$ cat src/design/qf_pkg.sv
// Shared constants and types for the quotient filter insert and lookup unit.
package qf_pkg;
    localparam int QF_QUOTIENT_BITS  = 10;
    localparam int QF_REMAINDER_BITS = 8;
    localparam int QF_QUOTIENT_W     = 10;
    localparam int QF_REMAINDER_W    = 8;
    localparam int QF_FLAG_BITS      = 3;

    localparam logic [2:0] FLAG_SHIFTED = 3'd4;
    localparam logic [2:0] FLAG_CONT    = 3'd2;
    localparam logic [2:0] FLAG_OCC     = 3'd1;

    localparam logic REQ_LOOKUP = 1'b0;
    localparam logic REQ_INSERT = 1'b1;

    typedef struct packed {
        logic present;
        logic full_res;
    } t_qf_res;
endpackage

$ cat src/design/qf_ctrl.sv
// Sequencer that walks the slot store one slot per cycle for lookups and inserts.
module qf_ctrl #(
    parameter int QB = qf_pkg::QF_QUOTIENT_BITS,
    parameter int RB = qf_pkg::QF_REMAINDER_BITS
) (
    input  logic              i_clk,
    input  logic              i_rst_n,
    input  logic              i_start,
    input  logic              i_req_type,
    input  logic [QB-1:0]     i_fq,
    input  logic [RB-1:0]     i_fr,
    output logic              o_idle,
    input  logic              i_res_free,
    output logic              o_done,
    output qf_pkg::t_qf_res   o_res,
    output logic              o_we,
    output logic [QB-1:0]     o_waddr,
    output logic [RB+2:0]     o_wdata,
    output logic [QB-1:0]     o_raddr,
    input  logic [RB+2:0]     i_rdata
);
    import qf_pkg::*;

    localparam int W = RB + 3;
    localparam logic [QB:0] SLOTS = {1'b1, {QB{1'b0}}};
    localparam logic [QB:0] ONE   = {{QB{1'b0}}, 1'b1};

    typedef enum logic [3:0] {
        S_CLR, S_IDLE, S_HEAD, S_BACK, S_RUNS, S_RUNB, S_SCAN, S_CHK, S_SHIFT, S_RESP
    } t_state;

    t_state        r_state, n_state;
    logic [QB-1:0] r_addr, n_addr, r_fq, n_fq, r_b, n_b, r_s, n_s, r_pos, n_pos;
    logic [RB-1:0] r_fr, n_fr;
    logic [QB:0]   r_k, n_k, r_g, n_g, r_used, n_used;
    logic [W-1:0]  r_entry, n_entry;
    logic          r_ins, n_ins, r_was, n_was, r_phase, n_phase, r_first, n_first;
    logic          r_present, n_present, r_full, n_full, r_head, n_head, r_cont, n_cont;

    logic          rd_occ, rd_cont, rd_shf;
    logic [RB-1:0] rd_rem;
    logic [W-1:0]  old;
    logic [QB:0]   g_inc;
    logic          fin_rs, decide;
    logic [QB-1:0] fin_s;

    assign rd_occ  = i_rdata[0];
    assign rd_cont = i_rdata[1];
    assign rd_shf  = i_rdata[2];
    assign rd_rem  = i_rdata[W-1:3];
    assign g_inc   = r_g + ONE;
    assign old     = i_rdata | ((r_first && r_head) ? W'(FLAG_CONT) : W'(0));

    always_comb begin
        n_state = r_state; n_addr = r_addr; n_fq = r_fq; n_fr = r_fr; n_b = r_b;
        n_s = r_s; n_pos = r_pos; n_k = r_k; n_g = r_g; n_used = r_used;
        n_entry = r_entry; n_ins = r_ins; n_was = r_was; n_phase = r_phase;
        n_first = r_first; n_present = r_present; n_full = r_full;
        n_head = r_head; n_cont = r_cont;
        o_we = 1'b0; o_waddr = r_addr; o_wdata = '0; o_done = 1'b0;
        fin_rs = 1'b0; fin_s = r_s; decide = 1'b0;
        case (r_state)
            S_CLR: begin
                o_we = 1'b1;
                n_addr = r_addr + 1'b1;
                if (&r_addr) begin
                    n_state = S_IDLE;
                end
            end
            S_IDLE: begin
                if (i_start) begin
                    n_fq = i_fq; n_fr = i_fr; n_ins = (i_req_type == REQ_INSERT);
                    n_addr = i_fq; n_present = 1'b0; n_full = 1'b0;
                    n_head = 1'b0; n_cont = 1'b0; n_state = S_HEAD;
                end
            end
            S_HEAD: begin
                n_was = rd_occ;
                if (rd_occ) begin
                    n_b = r_fq; n_k = '0; n_phase = 1'b0; n_state = S_BACK;
                end else begin
                    decide = 1'b1;
                end
            end
            S_BACK: begin
                if (rd_shf && (r_k < SLOTS)) begin
                    n_b = r_b - 1'b1; n_addr = r_b - 1'b1; n_k = r_k + ONE;
                end else if (r_b == r_fq) begin
                    fin_rs = 1'b1; fin_s = r_b;
                end else begin
                    n_s = r_b + 1'b1; n_addr = r_b + 1'b1;
                    n_k = '0; n_g = '0; n_state = S_RUNS;
                end
            end
            S_RUNS: begin
                if (rd_cont && (r_k < SLOTS)) begin
                    n_s = r_s + 1'b1; n_addr = r_s + 1'b1; n_k = r_k + ONE;
                end else begin
                    n_b = r_b + 1'b1; n_addr = r_b + 1'b1; n_k = '0; n_state = S_RUNB;
                end
            end
            S_RUNB: begin
                if (!rd_occ && (r_k < SLOTS)) begin
                    n_b = r_b + 1'b1; n_addr = r_b + 1'b1; n_k = r_k + ONE;
                end else begin
                    n_g = g_inc;
                    if ((r_b != r_fq) && (g_inc < SLOTS)) begin
                        n_s = r_s + 1'b1; n_addr = r_s + 1'b1; n_k = '0; n_state = S_RUNS;
                    end else begin
                        fin_rs = 1'b1; fin_s = r_s;
                    end
                end
            end
            S_SCAN: begin
                if (!r_first && (!rd_cont || (r_k >= SLOTS))) begin
                    decide = 1'b1;
                end else if (rd_rem == r_fr) begin
                    n_present = 1'b1; decide = 1'b1;
                end else if (rd_rem > r_fr) begin
                    decide = 1'b1;
                end else begin
                    n_pos = r_pos + 1'b1; n_addr = r_pos + 1'b1;
                    n_k = r_k + ONE; n_first = 1'b0;
                end
                if (decide) begin
                    n_head = (r_pos == r_s); n_cont = (r_pos != r_s);
                end
            end
            S_CHK: begin
                if (i_rdata[2:0] == 3'd0) begin
                    o_we = 1'b1; o_wdata = {r_fr, FLAG_OCC};
                    n_used = r_used + ONE; n_state = S_RESP;
                end else if (!r_was) begin
                    o_we = 1'b1; o_wdata = i_rdata | W'(FLAG_OCC);
                    n_b = r_fq; n_k = '0; n_phase = 1'b1; n_state = S_BACK;
                end else begin
                    n_entry = {r_fr, (r_pos != r_fq), r_cont, 1'b0};
                    n_addr = r_pos; n_k = '0; n_first = 1'b1; n_state = S_SHIFT;
                end
            end
            S_SHIFT: begin
                o_we = 1'b1; o_wdata = {r_entry[W-1:1], old[0]};
                if ((old[2:0] == 3'd0) || ((r_k + ONE) >= SLOTS)) begin
                    n_used = r_used + ONE; n_state = S_RESP;
                end else begin
                    n_entry = {old[W-1:3], 1'b1, old[1], 1'b0};
                    n_addr = r_addr + 1'b1; n_k = r_k + ONE; n_first = 1'b0;
                end
            end
            S_RESP: begin
                if (i_res_free) begin
                    o_done = 1'b1; n_state = S_IDLE;
                end
            end
            default: begin
                n_state = S_IDLE;
            end
        endcase

        if (fin_rs) begin
            n_s = fin_s; n_pos = fin_s; n_addr = fin_s; n_k = '0; n_first = 1'b1;
            if (!r_phase) begin
                n_state = S_SCAN;
            end else begin
                n_head = 1'b0; n_cont = 1'b0;
                n_entry = {r_fr, (fin_s != r_fq), 2'b00};
                n_state = S_SHIFT;
            end
        end

        if (decide) begin
            if (!r_ins || n_present) begin
                n_state = S_RESP;
            end else if (r_used >= SLOTS) begin
                n_full = 1'b1; n_state = S_RESP;
            end else begin
                n_addr = r_fq; n_state = S_CHK;
            end
        end
    end

    always_ff @(posedge i_clk) begin
        if (!i_rst_n) begin
            r_state <= S_CLR;
            r_addr  <= '0;
            r_used  <= '0;
        end else begin
            r_state <= n_state;
            r_addr  <= n_addr;
            r_used  <= n_used;
        end
        r_fq <= n_fq; r_fr <= n_fr; r_b <= n_b; r_s <= n_s; r_pos <= n_pos;
        r_k <= n_k; r_g <= n_g; r_entry <= n_entry; r_ins <= n_ins; r_was <= n_was;
        r_phase <= n_phase; r_first <= n_first; r_present <= n_present;
        r_full <= n_full; r_head <= n_head; r_cont <= n_cont;
    end

    assign o_idle         = (r_state == S_IDLE);
    assign o_res.present  = r_present;
    assign o_res.full_res = r_full;
    assign o_raddr        = n_addr;
endmodule

$ cat config.mk
export PLATFORM = sky130hd
export DESIGN_NAME = qf_ctrl
export DESIGN_NICKNAME = d
export VERILOG_FILES = /design/src/design/qf_pkg.sv /design/src/design/qf_ctrl.sv
export SDC_FILE = /design/constraint.sdc
export NUM_CORES = 1
export LEC_CHECK = 0
export BUFFER_PORTS_ARGS = -buffer_cell sky130_fd_sc_hd__buf_2
export CAP_MARGIN = 20
export CORE_ASPECT_RATIO = 1.5
export CORE_MARGIN = 2
export CORE_UTILIZATION = 44
export CTS_BUF_LIST = sky130_fd_sc_hd__clkbuf_4
export DETAILED_ROUTE_END_ITERATION = 12
export GPL_TIMING_DRIVEN = 0
export REMOVE_ABC_BUFFERS = 1
export SKIP_LAST_GASP = 1
export SLEW_MARGIN = 10
export SYNTH_ARGS = -nofsm -noshare
export SYNTH_HDL_FRONTEND = slang
export SYNTH_SLANG_ARGS = --single-unit
export TNS_END_PERCENT = 100
$ cat constraint.sdc
create_clock -name i_clk -period 3 [get_ports i_clk]
set_input_delay 0.15 -clock i_clk [delete_from_list [all_inputs] [get_ports i_clk]]
set_output_delay 0.15 -clock i_clk [all_outputs]
set_load 0.02 [all_outputs]
==> run summary <==
Result of the run: finished, violations left
Failing checks: negative setup slack
Most common cell after layout, fill and taps aside: buf_4
Nets@finish: 1223
Maximum resistive drop on vdd: 0.341 mV
Primary flip-flop cell chosen by synthesis mapping: edfxtp_1
Required time at the endpoint of the critical path: 2.85 ns
Most area-consuming cells after synthesis: edfxtp_1 (22%), dfxtp_1 (12%), xnor2_1 (6.1%)
Filler cell count in the final layout: 1678
Clock tree from TritonCTS: yes
Final std cells w/o fill: 1438
Distinct cell type count of the synthesized netlist: 87
PnR worst setup slack: -0.494 ns
H-tree depth: 4
DRC viols: 0
Highest-count cells in the layout ignoring fill and taps: buf_4 (119), nand2_1 (100), nor2_1 (90)
Number of pins with negative max-slew slack in the final report: 0
Endpoints failing setup: 10
Die width: 116 µm
Detail-routed via count per cell: 6.41
Cell area after synthesis: 0.00830 mm²
Most prevalent standard cell on the critical path: buf_4
Critical path's top delay family: compound AO/OA/AOI/OAI gates
Ratio of total power to cell area: 693 mW/mm²
Overflow left after global routing: 0
Endpoint class of the critical path: output port
FP Rows: 61
Vertical extent of the die: 172 µm
Library cell used as clock root buffer: clkbuf_4
Total routing resource utilization after global routing: 34.9%
Core area: 0.0185 mm²
Initial drt markers: 1194
Type of the worst min-delay path: input pin to flip-flop
Placed cell count: 1258
Max-cap check violation count: 0
Slew of the pin with the lowest slew margin: 1.11 ns
Max Root-Sink Buffers: 2
Layout Cell Area excl Fill: 0.0110 mm²
Met3 capacity usage during global routing: 8.62%
Global placement routability congestion: 1.04
Worst rel slew slack: 25.4%
Number of top-level pins: 70
Most Used Layer, Global Route: met2
Static leakage power: 4.38 nW
Met1 Track Usage GR: 38.3%
Share of Yosys cell area claimed by the top area cell type: 22.4%
Total wire length: 34900 µm
Crit path time final: 3.49 ns
Largest fanout on the critical path: 4
PortBufs: 69
Flop and latch count out of synthesis: 113
Final Cycle Share: 116%
Cell at the slowest stage of the critical path: xor2_1
Syn Area/Cell: 8.25 µm²
Worst-skew pair later-pin latency: 0.59 ns
Number of global-route vias before repair: 8885
Fraction of the yosys area taken by sequential cells: 34.7%
Max Clock Freq: 286 MHz
Register clock-pin slew on the reported worst setup and hold paths: 0.12 ns
Top cell type by total area after synthesis: edfxtp_1
Antenna violations before repair: 1
Final hold violations: 0
Met2 Track Usage GR: 56.6%
Crit path cell chain: buf_4 -> buf_4 -> nand3_1 -> xor2_1 -> o22ai_1 -> a2111oi_2 -> o211ai_1 -> a211oi_2 -> nor2_2 -> buf_6
Global-route wire length before repair: 51500 µm
Largest net degree at the start of global routing: 26
Proportion of layout cells with a drive suffix above 1: 30.5%
Die outline area: 0.0200 mm²
Antenna Nets Post-Route: 0
Critical Path Source Type: flip-flop
Via count: 9213
Yosys warns: 0
Total number of clock tree sinks: 113
Slowest cell delay on critical path: 0.51 ns
Post-route clock skew: 0.0173 ns
Detailed placer's ending HPWL: 22700 µm
Placed standard-cell area: 0.00877 mm²
Router iterations before antenna repair: 6
Initial Util: 44.8%
Worst path bufs/invs: 3
RSZ-0062 raised after global routing: yes
Synthesized instance count: 1006
Count of flip-flops with a built-in enable after synthesis: 62
Mean routed wirelength per cell: 24.3 µm
Crit path kind: flip-flop to output port
Crit path DAT: 3.34 ns
Proportion of synthesized flip-flops having asynchronous set or reset: 0%
Number of clock buffers inserted by TritonCTS: 17
Layout Area Growth over Synthesis: 32.8%
## tightest hold or removal path, stage by stage
cell and delay (ns):
buf_2 0.11, nand2_1 0.05, o21ai_0 0.10, nand2_1 0.08, a31oi_1 0.07
## power by group
group	internal [mW]	switching (mW)
Clock	0.350	0.750
Sequential	1.97	0.429
Combinational	1.73	2.41
Total	4.05	3.58
## layout make-up
cell class / instances / area (µm²) / share of cell area (%)
repair inverters: 1 / 6.26 / 0.0568
clock buffers: 17 / 128 / 1.16
inverters: 44 / 173 / 1.57
multi-input cells: 773 / 5660 / 51.3
flip-flops and latches: 113 / 2900 / 26.3
clock inverters: 15 / 121 / 1.10
well taps: 252 / 315 / 2.86
repair buffers: 222 / 1720 / 15.6
diodes: 1 / 2.50 / 0.0227
## state kept, by name, summed over array words and instances (netlist names), 8 cells and up
name,flops
o_waddr,10
r_b,10
r_entry,10
r_fq,10
r_fr,8
r_g,11
r_k,11
r_pos,10
r_s,10
r_used,11
## Yosys cell counts, types with 7 or more instances
library cell and instances:
nand2_1 106, o22ai_1 19, dfxtp_1 51, a21oi_1 62, or4_1 11, ha_1 17, or3_1 9, buf_2 16
nor4_1 14, a222oi_1 10, nor2_1 101, a311oi_1 7, edfxtp_1 62, nand4_1 18, a21o_1 8, o21ai_0 40
xor2_1 38, a211oi_1 9, and3_1 14, o211ai_1 9, xnor2_1 58, and2_1 12, clkbuf_1 53, o31ai_1 9
o221ai_1 7, nand3_1 41, inv_1 43, mux2i_1 11, a31oi_1 12, nor3_1 20
## metrics by stage
stage	TNS (ns)	utilization (%)	power (mW)	worst slack, ns	hold WS (ns)
after global routing	-4.76	59.4	7.98	-0.512	0.0497
after CTS	-3.34	56.7	7.22	-0.385	0.00908
final	-4.11	59.4	7.64	-0.494	0.0236
after global placement	-219.04	46.6	5.41	-2.67	0.326
after detailed placement	-67.65	47.3	5.47	-1.00	0.328
after floorplan	-18.16	-	4.36	-0.597	0.249
## worst paths after layout
kind,startpoint,to,slack (ns),depth (start not counted)
setup / recovery,r_b[0],o_raddr[3],-0.49,10
hold / removal,i_rdata[7],r_entry[7],0.02,5
setup reg to reg,r_fq[5],r_pos[4],0.02,11
hold reg to reg,r_k[9],r_k[9],0.50,2
## cells by family after synthesis
group | synth area share (%)
multiplexers | 1.60
AO/OA/AOI/OAI | 21.6
flip-flops | 34.7
XOR/XNOR | 10.1
AND/OR/NAND/NOR | 23.5
buffers and inverters | 5.89
adder cells (fa/ha/maj) | 2.56
## per-layer routing
layer,vias up,wire [µm]
met2,616,16100
li1,4037,-
met3,204,2930
met1,4356,12500
met4,0,3420
met5,-,0
## what timing repair did
action,in CTS,in global routing
cloned,2,1
setup buffers,86,35
pin swaps,33,30
hold endpoints to repair,25,0
hold buffers,23,0
resized for setup,130,46
setup endpoints to repair,126,11
Power figures use the tool's default switching activity.
